==> src/rtl/core/pst_pkg.sv <==
// Shared types, widths, control codes and the multiply schedule for the
// plane-split tetrahedron volume block.
// No dependencies; every module of the block imports this package.
package pst_pkg;

    // Field and datapath widths
    localparam int COORD_W   = 16;
    localparam int NORM_W    = 16;
    localparam int OFF_W     = 32;
    localparam int ACC_W     = 64;
    localparam int VOL_W     = 63;
    localparam int DIFF_W    = COORD_W + 1;
    localparam int MB_W      = (COORD_W + 2 > NORM_W) ? COORD_W + 2 : NORM_W;
    localparam int PROD_W    = DIFF_W + MB_W;
    localparam int CROSS_W   = 2 * DIFF_W + 1;
    localparam int XL_W      = MB_W - 1;
    localparam int XH_W      = CROSS_W - XL_W;
    localparam int T_W       = 3 * COORD_W + 5;
    localparam int MAG_W     = (T_W > ACC_W + 1) ? T_W : ACC_W + 1;
    localparam int DSUM_W    = ((COORD_W + NORM_W > OFF_W) ? COORD_W + NORM_W : OFF_W) + 4;

    // Divide-by-six unit: one quotient digit of DIV_DIG bits per cycle
    localparam int DIV_DIG   = 4;
    localparam int DIV_STEPS = ACC_W / DIV_DIG;
    localparam int DIV_CNT_W = $clog2(DIV_STEPS);
    localparam logic [3:0] DIVISOR = 4'd6;

    // Multiply schedule: three distance terms, six cross terms, six triple terms
    localparam int N_STEPS = 15;
    localparam int STEP_W  = $clog2(N_STEPS);
    localparam logic [STEP_W-1:0] STEP_DIST_LAST = STEP_W'(2);
    localparam logic [STEP_W-1:0] STEP_LAST      = STEP_W'(N_STEPS - 1);

    // Corner count
    localparam logic [1:0] COUNT_FULL = 2'd3;

    // Configuration port
    localparam int CFG_ADDR_W = 4;
    localparam int CFG_DATA_W = 32;
    localparam logic [1:0] REG_NX  = 2'd0;
    localparam logic [1:0] REG_NY  = 2'd1;
    localparam logic [1:0] REG_NZ  = 2'd2;
    localparam logic [1:0] REG_OFF = 2'd3;
    localparam logic signed [NORM_W-1:0] NX_RESET  = 16'sd16384;
    localparam logic signed [NORM_W-1:0] NY_RESET  = 16'sd0;
    localparam logic signed [NORM_W-1:0] NZ_RESET  = 16'sd0;
    localparam logic signed [OFF_W-1:0]  OFF_RESET = 32'sd0;

    // Multiplier A operand select
    localparam logic [3:0] A_PX = 4'd0;
    localparam logic [3:0] A_PY = 4'd1;
    localparam logic [3:0] A_PZ = 4'd2;
    localparam logic [3:0] A_U0 = 4'd3;
    localparam logic [3:0] A_U1 = 4'd4;
    localparam logic [3:0] A_U2 = 4'd5;
    localparam logic [3:0] A_V0 = 4'd6;
    localparam logic [3:0] A_V1 = 4'd7;
    localparam logic [3:0] A_V2 = 4'd8;

    // Multiplier B operand select
    localparam logic [3:0] B_NX  = 4'd0;
    localparam logic [3:0] B_NY  = 4'd1;
    localparam logic [3:0] B_NZ  = 4'd2;
    localparam logic [3:0] B_W0  = 4'd3;
    localparam logic [3:0] B_W1  = 4'd4;
    localparam logic [3:0] B_W2  = 4'd5;
    localparam logic [3:0] B_XL0 = 4'd6;
    localparam logic [3:0] B_XL1 = 4'd7;
    localparam logic [3:0] B_XL2 = 4'd8;
    localparam logic [3:0] B_XH0 = 4'd9;
    localparam logic [3:0] B_XH1 = 4'd10;
    localparam logic [3:0] B_XH2 = 4'd11;

    // Where the registered product goes on the following cycle
    localparam logic [2:0] D_NONE = 3'd0;
    localparam logic [2:0] D_DSUM = 3'd1;
    localparam logic [2:0] D_XT   = 3'd2;
    localparam logic [2:0] D_X0   = 3'd3;
    localparam logic [2:0] D_X1   = 3'd4;
    localparam logic [2:0] D_X2   = 3'd5;
    localparam logic [2:0] D_TLO  = 3'd6;
    localparam logic [2:0] D_THI  = 3'd7;

    typedef struct packed {
        logic signed [COORD_W-1:0] coord_x;
        logic signed [COORD_W-1:0] coord_y;
        logic signed [COORD_W-1:0] coord_z;
        logic                      set_end;
    } t_in;

    typedef struct packed {
        logic [VOL_W-1:0] front_volume;
        logic [VOL_W-1:0] back_volume;
        logic             partial_dropped;
    } t_out;

    typedef struct packed {
        logic signed [NORM_W-1:0] normal_x;
        logic signed [NORM_W-1:0] normal_y;
        logic signed [NORM_W-1:0] normal_z;
        logic signed [OFF_W-1:0]  plane_offset;
    } t_cfg;

    typedef struct packed {
        logic [3:0] asel;
        logic [3:0] bsel;
        logic [2:0] dest;
    } t_mul_op;

    typedef struct packed {
        logic       load_corner;
        logic       first;
        t_mul_op    mul;
        logic       store_wr;
        logic [1:0] store_idx;
        logic       acc;
        logic       div_step;
        logic       div_first;
        logic       load_out;
        logic       partial;
    } t_dp_cmd;

    // Multiply schedule of one corner (distance) and one tetrahedron (cross, triple)
    function automatic t_mul_op mul_sched(input logic [STEP_W-1:0] step);
        t_mul_op op;
        op = '{asel: A_PX, bsel: B_NX, dest: D_NONE};
        case (step)
            4'd0:    op = '{asel: A_PX, bsel: B_NX,  dest: D_DSUM};
            4'd1:    op = '{asel: A_PY, bsel: B_NY,  dest: D_DSUM};
            4'd2:    op = '{asel: A_PZ, bsel: B_NZ,  dest: D_DSUM};
            4'd3:    op = '{asel: A_V1, bsel: B_W2,  dest: D_XT};
            4'd4:    op = '{asel: A_V2, bsel: B_W1,  dest: D_X0};
            4'd5:    op = '{asel: A_V2, bsel: B_W0,  dest: D_XT};
            4'd6:    op = '{asel: A_V0, bsel: B_W2,  dest: D_X1};
            4'd7:    op = '{asel: A_V0, bsel: B_W1,  dest: D_XT};
            4'd8:    op = '{asel: A_V1, bsel: B_W0,  dest: D_X2};
            4'd9:    op = '{asel: A_U0, bsel: B_XL0, dest: D_TLO};
            4'd10:   op = '{asel: A_U0, bsel: B_XH0, dest: D_THI};
            4'd11:   op = '{asel: A_U1, bsel: B_XL1, dest: D_TLO};
            4'd12:   op = '{asel: A_U1, bsel: B_XH1, dest: D_THI};
            4'd13:   op = '{asel: A_U2, bsel: B_XL2, dest: D_TLO};
            4'd14:   op = '{asel: A_U2, bsel: B_XH2, dest: D_THI};
            default: op = '{asel: A_PX, bsel: B_NX,  dest: D_NONE};
        endcase
        return op;
    endfunction

endpackage

==> src/rtl/core/plane_split_tetra_volume.sv <==
// Top level of the plane-split tetrahedron volume block.
// Depends on pst_pkg and instantiates pst_regs, pst_ctrl and pst_dp.
//
//   Channel  | Ports                                   | Carries
//   ---------+-----------------------------------------+------------------------------
//   input    | i_in_valid, o_in_stall, i_in_data       | one corner and set_end flag
//   output   | o_out_valid, i_out_stall, o_out_data    | volumes / 6, partial flag
//   config   | psel, penable, pwrite, paddr, pwdata... | normal x/y/z, plane offset
//
// The first three corners of a tetrahedron run the three distance products
// and a store step; the fourth runs the full schedule of 15 products on the
// single shared multiplier, then finishes and accumulates the triple product.
// A set_end corner then runs the divide-by-six and loads the output register;
// the load waits while an earlier result is still stalled.
// Reset is synchronous; the input is stalled during reset and whenever an
// item is in progress. A result waits in its register while the next corner
// is taken.
module plane_split_tetra_volume
    import pst_pkg::*;
(
    input  logic                  i_clk,
    input  logic                  i_rst_n,
    input  logic                  i_in_valid,
    output logic                  o_in_stall,
    input  t_in                   i_in_data,
    output logic                  o_out_valid,
    input  logic                  i_out_stall,
    output t_out                  o_out_data,
    input  logic                  psel,
    input  logic                  penable,
    input  logic                  pwrite,
    input  logic [CFG_ADDR_W-1:0] paddr,
    input  logic [CFG_DATA_W-1:0] pwdata,
    output logic [CFG_DATA_W-1:0] prdata,
    output logic                  pready
);

    t_cfg    cfg;
    t_dp_cmd cmd;

    // Configuration registers
    pst_regs u_regs (
        .i_clk   (i_clk),
        .i_rst_n (i_rst_n),
        .psel    (psel),
        .penable (penable),
        .pwrite  (pwrite),
        .paddr   (paddr),
        .pwdata  (pwdata),
        .prdata  (prdata),
        .pready  (pready),
        .o_cfg   (cfg)
    );

    // Sequencer
    pst_ctrl u_ctrl (
        .i_clk        (i_clk),
        .i_rst_n      (i_rst_n),
        .i_in_valid   (i_in_valid),
        .i_in_set_end (i_in_data.set_end),
        .i_out_stall  (i_out_stall),
        .o_in_stall   (o_in_stall),
        .o_out_valid  (o_out_valid),
        .o_cmd        (cmd)
    );

    // Arithmetic
    pst_dp u_dp (
        .i_clk      (i_clk),
        .i_rst_n    (i_rst_n),
        .i_in_data  (i_in_data),
        .i_cfg      (cfg),
        .i_cmd      (cmd),
        .o_out_data (o_out_data)
    );

endmodule

==> src/rtl/core/pst_regs.sv <==
// APB-style register file holding the plane normal and the plane offset.
// Depends on pst_pkg for the register indexes, reset values and t_cfg.
module pst_regs
    import pst_pkg::*;
(
    input  logic                  i_clk,
    input  logic                  i_rst_n,
    input  logic                  psel,
    input  logic                  penable,
    input  logic                  pwrite,
    input  logic [CFG_ADDR_W-1:0] paddr,
    input  logic [CFG_DATA_W-1:0] pwdata,
    output logic [CFG_DATA_W-1:0] prdata,
    output logic                  pready,
    output t_cfg                  o_cfg
);

    t_cfg       r_cfg;
    logic [1:0] reg_idx;
    logic       wr_en;

    assign reg_idx = paddr[CFG_ADDR_W-1:2];
    assign wr_en   = psel && penable && pwrite;
    assign pready  = 1'b1;
    assign o_cfg   = r_cfg;

    // Register writes complete in the access phase.
    always_ff @(posedge i_clk) begin
        if (!i_rst_n) begin
            r_cfg.normal_x     <= NX_RESET;
            r_cfg.normal_y     <= NY_RESET;
            r_cfg.normal_z     <= NZ_RESET;
            r_cfg.plane_offset <= OFF_RESET;
        end else if (wr_en) begin
            unique case (reg_idx)
                REG_NX:  r_cfg.normal_x     <= pwdata[NORM_W-1:0];
                REG_NY:  r_cfg.normal_y     <= pwdata[NORM_W-1:0];
                REG_NZ:  r_cfg.normal_z     <= pwdata[NORM_W-1:0];
                REG_OFF: r_cfg.plane_offset <= pwdata[OFF_W-1:0];
            endcase
        end
    end

    // Read data is sign extended to the bus width.
    always_comb begin
        unique case (reg_idx)
            REG_NX:  prdata = CFG_DATA_W'(r_cfg.normal_x);
            REG_NY:  prdata = CFG_DATA_W'(r_cfg.normal_y);
            REG_NZ:  prdata = CFG_DATA_W'(r_cfg.normal_z);
            REG_OFF: prdata = CFG_DATA_W'(r_cfg.plane_offset);
        endcase
    end

endmodule

==> src/rtl/core/pst_dp.sv <==
// Datapath: corner store, shared multiplier, distance sum, cross and triple
// product, saturating accumulators, divide-by-six unit and output register.
// Depends on pst_pkg; driven cycle by cycle by pst_ctrl through t_dp_cmd.
module pst_dp
    import pst_pkg::*;
(
    input  logic    i_clk,
    input  logic    i_rst_n,
    input  t_in     i_in_data,
    input  t_cfg    i_cfg,
    input  t_dp_cmd i_cmd,
    output t_out    o_out_data
);

    // Current corner, stored corners, difference vectors, cross product
    logic signed [COORD_W-1:0] r_p [3];
    logic signed [COORD_W-1:0] r_store [3][3];
    logic signed [DIFF_W-1:0]  r_u [3];
    logic signed [DIFF_W-1:0]  r_v [3];
    logic signed [DIFF_W-1:0]  r_w [3];
    logic signed [CROSS_W-1:0] r_xt;
    logic signed [CROSS_W-1:0] r_x [3];

    // Multiplier and product routing
    logic signed [DIFF_W-1:0]  mul_a;
    logic signed [MB_W-1:0]    mul_b;
    logic signed [PROD_W-1:0]  mul_p;
    logic signed [PROD_W-1:0]  r_prod;
    logic [2:0]                r_dest;

    // Sums and accumulators
    logic signed [DSUM_W-1:0]  r_dsum;
    logic signed [DSUM_W-1:0]  n_dsum;
    logic signed [T_W-1:0]     r_t;
    logic [T_W-1:0]            t_mag;
    logic [MAG_W-1:0]          mag_ext;
    logic [ACC_W-1:0]          r_vol;
    logic [ACC_W-1:0]          r_pos;
    logic [ACC_W-1:0]          r_neg;
    logic [ACC_W:0]            acc_sum;
    logic [2:0]                r_rem_pos;
    logic [2:0]                r_rem_neg;
    logic [DIV_DIG+2:0]        dig_pos;
    logic [DIV_DIG+2:0]        dig_neg;
    t_out                      r_out;

    // One quotient digit of a division by six; returns {digit, remainder}.
    function automatic logic [DIV_DIG+2:0] div6_digit(input logic [2:0] rem_in,
                                                     input logic [DIV_DIG-1:0] bits);
        logic [3:0]         r;
        logic [DIV_DIG-1:0] q;
        int                 k;
        r = {1'b0, rem_in};
        q = '0;
        for (k = DIV_DIG - 1; k >= 0; k--) begin
            r = {r[2:0], bits[k]};
            if (r >= DIVISOR) begin
                q[k] = 1'b1;
                r    = r - DIVISOR;
            end
        end
        return {q, r[2:0]};
    endfunction

    // Corner capture and store write
    always_ff @(posedge i_clk) begin
        if (i_cmd.load_corner) begin
            r_p[0] <= i_in_data.coord_x;
            r_p[1] <= i_in_data.coord_y;
            r_p[2] <= i_in_data.coord_z;
        end
        if (i_cmd.store_wr) begin
            for (int k = 0; k < 3; k++) begin
                r_store[i_cmd.store_idx][k] <= r_p[k];
            end
        end
    end

    // Edge vectors from the first stored corner
    always_ff @(posedge i_clk) begin
        if (i_cmd.first) begin
            for (int k = 0; k < 3; k++) begin
                r_u[k] <= DIFF_W'(r_store[1][k]) - DIFF_W'(r_store[0][k]);
                r_v[k] <= DIFF_W'(r_store[2][k]) - DIFF_W'(r_store[0][k]);
                r_w[k] <= DIFF_W'(r_p[k]) - DIFF_W'(r_store[0][k]);
            end
        end
    end

    // Operand selection for the shared multiplier
    always_comb begin
        case (i_cmd.mul.asel)
            A_PX:    mul_a = DIFF_W'(r_p[0]);
            A_PY:    mul_a = DIFF_W'(r_p[1]);
            A_PZ:    mul_a = DIFF_W'(r_p[2]);
            A_U0:    mul_a = r_u[0];
            A_U1:    mul_a = r_u[1];
            A_U2:    mul_a = r_u[2];
            A_V0:    mul_a = r_v[0];
            A_V1:    mul_a = r_v[1];
            A_V2:    mul_a = r_v[2];
            default: mul_a = '0;
        endcase
        case (i_cmd.mul.bsel)
            B_NX:    mul_b = MB_W'(i_cfg.normal_x);
            B_NY:    mul_b = MB_W'(i_cfg.normal_y);
            B_NZ:    mul_b = MB_W'(i_cfg.normal_z);
            B_W0:    mul_b = MB_W'(r_w[0]);
            B_W1:    mul_b = MB_W'(r_w[1]);
            B_W2:    mul_b = MB_W'(r_w[2]);
            B_XL0:   mul_b = $signed({1'b0, r_x[0][XL_W-1:0]});
            B_XL1:   mul_b = $signed({1'b0, r_x[1][XL_W-1:0]});
            B_XL2:   mul_b = $signed({1'b0, r_x[2][XL_W-1:0]});
            B_XH0:   mul_b = MB_W'($signed(r_x[0][CROSS_W-1:XL_W]));
            B_XH1:   mul_b = MB_W'($signed(r_x[1][CROSS_W-1:XL_W]));
            B_XH2:   mul_b = MB_W'($signed(r_x[2][CROSS_W-1:XL_W]));
            default: mul_b = '0;
        endcase
    end

    assign mul_p = PROD_W'(mul_a) * PROD_W'(mul_b);

    // The product and its destination tag are registered together.
    always_ff @(posedge i_clk) begin
        r_prod <= mul_p;
        if (!i_rst_n) begin
            r_dest <= D_NONE;
        end else begin
            r_dest <= i_cmd.mul.dest;
        end
    end

    // Cross product: first term parks in r_xt, second term is subtracted.
    always_ff @(posedge i_clk) begin
        case (r_dest)
            D_XT:    r_xt   <= CROSS_W'(r_prod);
            D_X0:    r_x[0] <= r_xt - CROSS_W'(r_prod);
            D_X1:    r_x[1] <= r_xt - CROSS_W'(r_prod);
            D_X2:    r_x[2] <= r_xt - CROSS_W'(r_prod);
            default: ;
        endcase
    end

    // Triple product built from low and high partial products.
    always_ff @(posedge i_clk) begin
        if (i_cmd.first) begin
            r_t <= '0;
        end else begin
            case (r_dest)
                D_TLO:   r_t <= r_t + T_W'(r_prod);
                D_THI:   r_t <= r_t + (T_W'(r_prod) <<< XL_W);
                default: ;
            endcase
        end
    end

    // Magnitude of the triple product, saturated to the accumulator width.
    assign t_mag   = r_t[T_W-1] ? T_W'(-r_t) : T_W'(r_t);
    assign mag_ext = MAG_W'(t_mag);

    always_ff @(posedge i_clk) begin
        r_vol <= (|mag_ext[MAG_W-1:ACC_W]) ? '1 : mag_ext[ACC_W-1:0];
    end

    // Distance sum: plane offset on the first step, products as they arrive.
    always_comb begin
        n_dsum = r_dsum;
        if (r_dest == D_DSUM) begin
            n_dsum = n_dsum + DSUM_W'(r_prod);
        end
        if (i_cmd.first) begin
            n_dsum = n_dsum + DSUM_W'(i_cfg.plane_offset);
        end
        if (i_cmd.acc || i_cmd.load_out) begin
            n_dsum = '0;
        end
    end

    always_ff @(posedge i_clk) begin
        if (!i_rst_n) begin
            r_dsum <= '0;
        end else begin
            r_dsum <= n_dsum;
        end
    end

    // Saturating accumulate, then in-place division by six for the result.
    assign acc_sum = r_dsum[DSUM_W-1] ? {1'b0, r_neg} + {1'b0, r_vol}
                                      : {1'b0, r_pos} + {1'b0, r_vol};
    assign dig_pos = div6_digit(i_cmd.div_first ? 3'd0 : r_rem_pos,
                                r_pos[ACC_W-1 -: DIV_DIG]);
    assign dig_neg = div6_digit(i_cmd.div_first ? 3'd0 : r_rem_neg,
                                r_neg[ACC_W-1 -: DIV_DIG]);

    always_ff @(posedge i_clk) begin
        if (!i_rst_n) begin
            r_pos <= '0;
            r_neg <= '0;
        end else if (i_cmd.load_out) begin
            r_pos <= '0;
            r_neg <= '0;
        end else if (i_cmd.acc) begin
            if (r_dsum[DSUM_W-1]) begin
                r_neg <= acc_sum[ACC_W] ? '1 : acc_sum[ACC_W-1:0];
            end else begin
                r_pos <= acc_sum[ACC_W] ? '1 : acc_sum[ACC_W-1:0];
            end
        end else if (i_cmd.div_step) begin
            r_pos <= {r_pos[ACC_W-DIV_DIG-1:0], dig_pos[DIV_DIG+2:3]};
            r_neg <= {r_neg[ACC_W-DIV_DIG-1:0], dig_neg[DIV_DIG+2:3]};
        end
    end

    always_ff @(posedge i_clk) begin
        if (i_cmd.div_step) begin
            r_rem_pos <= dig_pos[2:0];
            r_rem_neg <= dig_neg[2:0];
        end
    end

    // Output register: quotients are loaded once the division is done.
    always_ff @(posedge i_clk) begin
        if (i_cmd.load_out) begin
            r_out.front_volume    <= r_pos[VOL_W-1:0];
            r_out.back_volume     <= r_neg[VOL_W-1:0];
            r_out.partial_dropped <= i_cmd.partial;
        end
    end

    assign o_out_data = r_out;

endmodule

==> src/rtl/core/pst_ctrl.sv <==
// Controller state machine: input handshake, multiply schedule, corner
// counting, division sequencing and output valid.
// Depends on pst_pkg for the schedule, codes and t_dp_cmd.
module pst_ctrl
    import pst_pkg::*;
(
    input  logic    i_clk,
    input  logic    i_rst_n,
    input  logic    i_in_valid,
    input  logic    i_in_set_end,
    input  logic    i_out_stall,
    output logic    o_in_stall,
    output logic    o_out_valid,
    output t_dp_cmd o_cmd
);

    localparam logic [2:0] S_IDLE  = 3'd0;
    localparam logic [2:0] S_MUL   = 3'd1;
    localparam logic [2:0] S_STORE = 3'd2;
    localparam logic [2:0] S_TFIN  = 3'd3;
    localparam logic [2:0] S_MAG   = 3'd4;
    localparam logic [2:0] S_ACC   = 3'd5;
    localparam logic [2:0] S_DIV   = 3'd6;
    localparam logic [2:0] S_OUT   = 3'd7;

    localparam logic [DIV_CNT_W-1:0] DIV_LAST = DIV_CNT_W'(DIV_STEPS - 1);

    logic [2:0]           r_state, n_state;
    logic [STEP_W-1:0]    r_step, n_step;
    logic [1:0]           r_count, n_count;
    logic                 r_end, n_end;
    logic [DIV_CNT_W-1:0] r_div, n_div;
    logic                 r_out_valid, n_out_valid;
    logic                 accept;
    logic                 out_blocked;

    assign o_in_stall  = (r_state != S_IDLE) || !i_rst_n;
    assign accept      = i_in_valid && !o_in_stall;
    assign out_blocked = r_out_valid && i_out_stall;
    assign o_out_valid = r_out_valid;

    // Next state and datapath commands
    always_comb begin
        n_state     = r_state;
        n_step      = r_step;
        n_count     = r_count;
        n_end       = r_end;
        n_div       = r_div;
        n_out_valid = out_blocked;
        o_cmd       = '0;
        o_cmd.mul   = '{asel: A_PX, bsel: B_NX, dest: D_NONE};
        o_cmd.store_idx = r_count;
        o_cmd.partial   = (r_count != 2'd0);

        unique case (r_state)
            S_IDLE: begin
                if (accept) begin
                    o_cmd.load_corner = 1'b1;
                    n_end   = i_in_set_end;
                    n_step  = '0;
                    n_state = S_MUL;
                end
            end
            S_MUL: begin
                o_cmd.mul   = mul_sched(r_step);
                o_cmd.first = (r_step == '0);
                if (r_step == STEP_DIST_LAST && r_count != COUNT_FULL) begin
                    n_state = S_STORE;
                end else if (r_step == STEP_LAST) begin
                    n_state = S_TFIN;
                end else begin
                    n_step = r_step + 1'b1;
                end
            end
            S_STORE: begin
                o_cmd.store_wr = 1'b1;
                n_count = r_count + 1'b1;
                n_div   = '0;
                n_state = r_end ? S_DIV : S_IDLE;
            end
            S_TFIN: begin
                n_state = S_MAG;
            end
            S_MAG: begin
                n_state = S_ACC;
            end
            S_ACC: begin
                o_cmd.acc = 1'b1;
                n_count = '0;
                n_div   = '0;
                n_state = r_end ? S_DIV : S_IDLE;
            end
            S_DIV: begin
                o_cmd.div_step  = 1'b1;
                o_cmd.div_first = (r_div == '0);
                if (r_div == DIV_LAST) begin
                    n_state = S_OUT;
                end else begin
                    n_div = r_div + 1'b1;
                end
            end
            S_OUT: begin
                if (!out_blocked) begin
                    o_cmd.load_out = 1'b1;
                    n_out_valid = 1'b1;
                    n_count = '0;
                    n_state = S_IDLE;
                end
            end
            default: begin
                n_state = S_IDLE;
            end
        endcase
    end

    always_ff @(posedge i_clk) begin
        if (!i_rst_n) begin
            r_state     <= S_IDLE;
            r_step      <= '0;
            r_count     <= '0;
            r_end       <= 1'b0;
            r_div       <= '0;
            r_out_valid <= 1'b0;
        end else begin
            r_state     <= n_state;
            r_step      <= n_step;
            r_count     <= n_count;
            r_end       <= n_end;
            r_div       <= n_div;
            r_out_valid <= n_out_valid;
        end
    end

`ifndef SYNTHESIS
    // A new result never overwrites one that is still held by a stall.
    a_no_overwrite: assert property (@(posedge i_clk) disable iff (!i_rst_n)
        o_cmd.load_out |-> !(r_out_valid && i_out_stall))
        else $error("result loaded while the previous one is stalled");

    // A corner is only stored while the tetrahedron is incomplete.
    a_store_room: assert property (@(posedge i_clk) disable iff (!i_rst_n)
        (r_state == S_STORE) |-> (r_count != COUNT_FULL))
        else $error("corner store written with four corners held");

    // Accumulating a tetrahedron restarts the corner count.
    a_acc_clears: assert property (@(posedge i_clk) disable iff (!i_rst_n)
        (r_state == S_ACC) |=> (r_count == 2'd0))
        else $error("corner count not cleared after a tetrahedron");

    // The division hands over to the output state after its last digit.
    a_div_done: assert property (@(posedge i_clk) disable iff (!i_rst_n)
        (r_state == S_DIV && r_div == DIV_LAST) |=> (r_state == S_OUT))
        else $error("division left early or overran");
`endif

endmodule
==> config.mk <==
export PLATFORM = sky130hd
export DESIGN_NAME = plane_split_tetra_volume
export DESIGN_NICKNAME = d
export VERILOG_FILES = /design/src/rtl/core/pst_pkg.sv /design/src/rtl/core/plane_split_tetra_volume.sv /design/src/rtl/core/pst_regs.sv /design/src/rtl/core/pst_dp.sv /design/src/rtl/core/pst_ctrl.sv
export SDC_FILE = /design/constraint.sdc
export NUM_CORES = 2
export LEC_CHECK = 0
export BUFFER_PORTS_ARGS = -buffer_cell sky130_fd_sc_hd__buf_2
export CAP_MARGIN = 20
export CORE_MARGIN = 3
export CORE_UTILIZATION = 60
export DETAILED_ROUTE_END_ITERATION = 10
export PLACE_DENSITY = 0.85
export SLEW_MARGIN = 20
export SYNTH_ARGS = -nofsm -noshare
export SYNTH_HDL_FRONTEND = slang
export SYNTH_SLANG_ARGS = --single-unit
export TNS_END_PERCENT = 20
==> constraint.sdc <==
create_clock -name i_clk -period 11.98 [get_ports i_clk]
set_input_delay 1.198 -clock i_clk [delete_from_list [all_inputs] [get_ports i_clk]]
set_output_delay 1.198 -clock i_clk [all_outputs]
set_load 0.01 [all_outputs]
==> impl_metrics.toml <==
[worst_setup_path]
crit_type = "reg -> reg"
required_ns = 12.54
crit_end = "u_dp.r_prod[33]"
arrival_ns = 10.74
reg2regPathDepth = 29
crit_top_cell = "fa_1"
r2r_setup_slack_ns = 1.80
end_kind = "register"
cp_slowest_cell = "nor2_1"
startpoint_type = "register"
timing.rr.end = "u_dp.r_prod[33]"
startpoint = "u_ctrl.r_state[2]"
r2r-start = "u_ctrl.r_state[2]"
worst-path-max-fanout = 17
critPathMaxStageDelay_ns = 1.05

[final_layout]
area_delta_synth_final_pct = 9.790
drive_above_1_share_pct = 10.56
finalNetCount = 8227

[timing]
worst_pin_slew_ns = 1.239
drv_slew = 0
rsz0062_at_grt = "false"
setup_viol = 0
finalHoldViolCount = 0
period_minus_slack_ns = 10.18
fin_tns_setup_ns = 0
fin_skew_ns = 0.08309
clock.fmax_ghz = 0.09823
setup_ws_ns = 1.800
slew_headroom_pct = 17.10
fin_crit_sh_pct = 84.97

[clocking]
cts_resized = 0
clock_latency_ns = 0.75
clk_pin_slew_ns = 0.06
cts_root_buf = "clkbuf_16"
cts_setup_buffers = 0
cts_sinks = 1032
numCtsBuffers = 105
cts_tree = "done"
clockBufferDepth = 3
hold_buffers = 0
htreeDepth = 3

[placed_design]
gp_congestion = 0.9624
numPortBuffers = 250
post-place-ws_ns = 2.177
dp_hpwl_um = 144500

[routing]
vias = 55360
totalWireLength_um = 196300
routedWlPerCell_um = 22.02
ant_nets = 0
firstDrtPassIters = 9
via_per_inst = 6.210
drtIter0Drc = 5926
drc_errors = 0

[job]
drv_cap = 0

[grt]
grt_pass1_vias = 55087
antenna_found_initial = 9
grt_start_max_net_pins = 102
grt.total_usage_pct = 32.83
gr-total-overflow = 0
grt_pass1_wl_um = 304200

[pwr]
p_clk_share_pct = 36.7
p_int_uw = 6716
peakVddDrop_mv = 0.1239
p_seq_share_pct = 42.3
net-switching-power_uw = 2967
powerDensity_nw_per_um2 = 128.5
swShare_pct = 30.64
power_frac_comb_pct = 21.0
total_leakage_power_uw = 0.03264

[floorplanning]
num_rows = 123
initial_core_util_pct = 60.78
die_x_um = 344.3
core_um2 = 113000
ios = 254
die_h_um = 344.3
die_area_um2 = 118500

[synth]
synth-simple-area-share_pct = 13.85
synth_top_family_by_area = "adder cells"
syn_nets = 8059
synthXorXnorAreaFrac_pct = 4.605
ys.flop_type = "edfxtp_1"
ys_seq_area_share_pct = 39.10
synth_edf_count = 618
synthAdderAreaFrac_pct = 18.48
synth_compound_area_share_pct = 17.16
synthMuxAreaShare_pct = 1.793
syn_inst = 7149
syn_area_per_cell_um2 = 9.603
synth-seq-cells = 1032
yosys-top-cells-area = "edfxtp_1, dfxtp_1, fa_1, ha_1, nor2_1"
synth_cell_types = 81
yosys_warnings = 0
synth_top_area_share_pct = 27.03
yosys.area.top_type = "edfxtp_1"
async_flop_share_pct = 0
synth_area_um2 = 68650

[min_path]
hp-class = "reg -> reg"

[outcome]
status = "finished, final reports clean"
## worst min-delay path by stage
stage | startpoint | endpoint | slack (ns) | cells past startpoint
6_report | u_dp.r_t[0] | u_dp.r_vol[0] | 0.42 | 0
5_1_grt | u_dp.r_t[0] | u_dp.r_vol[0] | 0.43 | 0
4_1_cts | u_dp.r_t[0] | u_dp.r_vol[0] | 0.42 | 0
3_5_place_dp | u_dp.r_t[0] | u_dp.r_vol[0] | 0.41 | 0
3_3_place_gp | u_dp.r_t[0] | u_dp.r_vol[0] | 0.41 | 0
2_1_floorplan | u_dp.r_t[0] | u_dp.r_vol[0] | 0.39 | 0
## per-layer routing
layer	routed length, um	track usage [%]	up-vias	share of wire [%]
met4	12940	19.26	8	6.6
met1	74680	41.23	26492	38
met2	90450	53.47	2853	46
li1	-	-	25421	-
met3	18180	5.756	586	9.3
met5	51	0	-	0.026
## cells by family after synthesis
logic type,count (synthesis)
xor gates and xnor gates,361
muxes,97
adders and majority gates,818
buffers and inverters,912
other,1
AOI/OAI and AO/OA,1829
and+or+nand+nor,2099
DFF,1032
## metrics by stage
stage | util (%) | power [uW] | cell area, um2 | hold slack, ns | instances
final | 66.73 | 9684 | 75380 | 0.4193 | 8915
after CTS | 66.70 | 9654 | 75350 | 0.4193 | 8907
after floorplan | - | 5457 | 68650 | 0.3916 | 7149
after global routing | 66.72 | 10050 | 75360 | 0.4330 | 8910
after global placement | 63.36 | 6069 | 71570 | 0.4126 | 8710
after detailed placement | 63.37 | 6140 | 71580 | 0.4116 | 8710
## power by group through the flow
stage	Clock (uW)	Sequential, uW	Combinational (uW)
2_1_floorplan	0	4070	1380
5_1_grt	3720	4100	2240
3_3_place_gp	0	4160	1910
4_1_cts	3580	4090	1990
3_5_place_dp	0	4170	1970
6_report	3560	4100	2030
## cell usage in the layout (no fill, tap or decap), types with 125 or more instances in the layout
master / synthesis / routed
or2_2: 132 / 132
ha_1: 491 / 491
a21o_1: 195 / 194
buf_2: 1 / 250
xnor2_1: 265 / 265
inv_1: 631 / 629
nand2_1: 654 / 653
fa_1: 327 / 327
edfxtp_1: 618 / 618
nor2_1: 741 / 725
o21ai_0: 390 / 389
dfxtp_1: 414 / 412
a21boi_0: 151 / 151
nor3_1: 129 / 125
a21oi_1: 488 / 486
## state kept, by name (all words and copies together), names as in the netlist, 36 cells and up, named ones only
name and cells:
u_dp.r_vol 53, u_dp.r_w 51, u_dp.o_out_data 127, u_dp.r_p 48
u_dp.r_v 51, u_dp.r_store 144, u_regs.o_cfg 80, u_dp.r_neg 64
u_dp.r_u 51, u_dp.r_t 53, u_dp.r_dsum 36, u_dp.r_pos 64
u_dp.r_x 105
## critical path: cells and delay by family (launching register included)
kind | cells | cell delay, ns
compound gates | 9 | 2.23
flops | 1 | 0.46
simple gates | 9 | 3.65
buf+inv | 4 | 0.35
fa+ha+maj | 7 | 3.26
## cell usage after synthesis (46+ instances only)
master,instances
a22oi_1,107
o21ai_0,390
nor2b_1,49
a211oi_1,52
inv_1,631
nor2_1,741
and2_1,46
and3_1,56
mux2_2,58
a21boi_0,151
dfxtp_1,414
clkbuf_1,265
fa_1,327
a21o_1,195
nand4_1,49
ha_1,491
xor2_1,96
edfxtp_1,618
xnor2_1,265
nand2_1,654
a21oi_1,488
or2_2,132
nor3_1,129
nand3_1,78
nand2b_1,66
## area by class of cell
cell class,instances,area [um2]
antenna,8,20.02
fill,8489,37580
clock buffer,130,2836
tap,1500,1877
multi-input combinational,5205,38550
clock inverter,67,933.4
inverter,633,2386
sequential,1032,26850
timing repair buffer,340,1927
(Power assumes the default switching activity.)
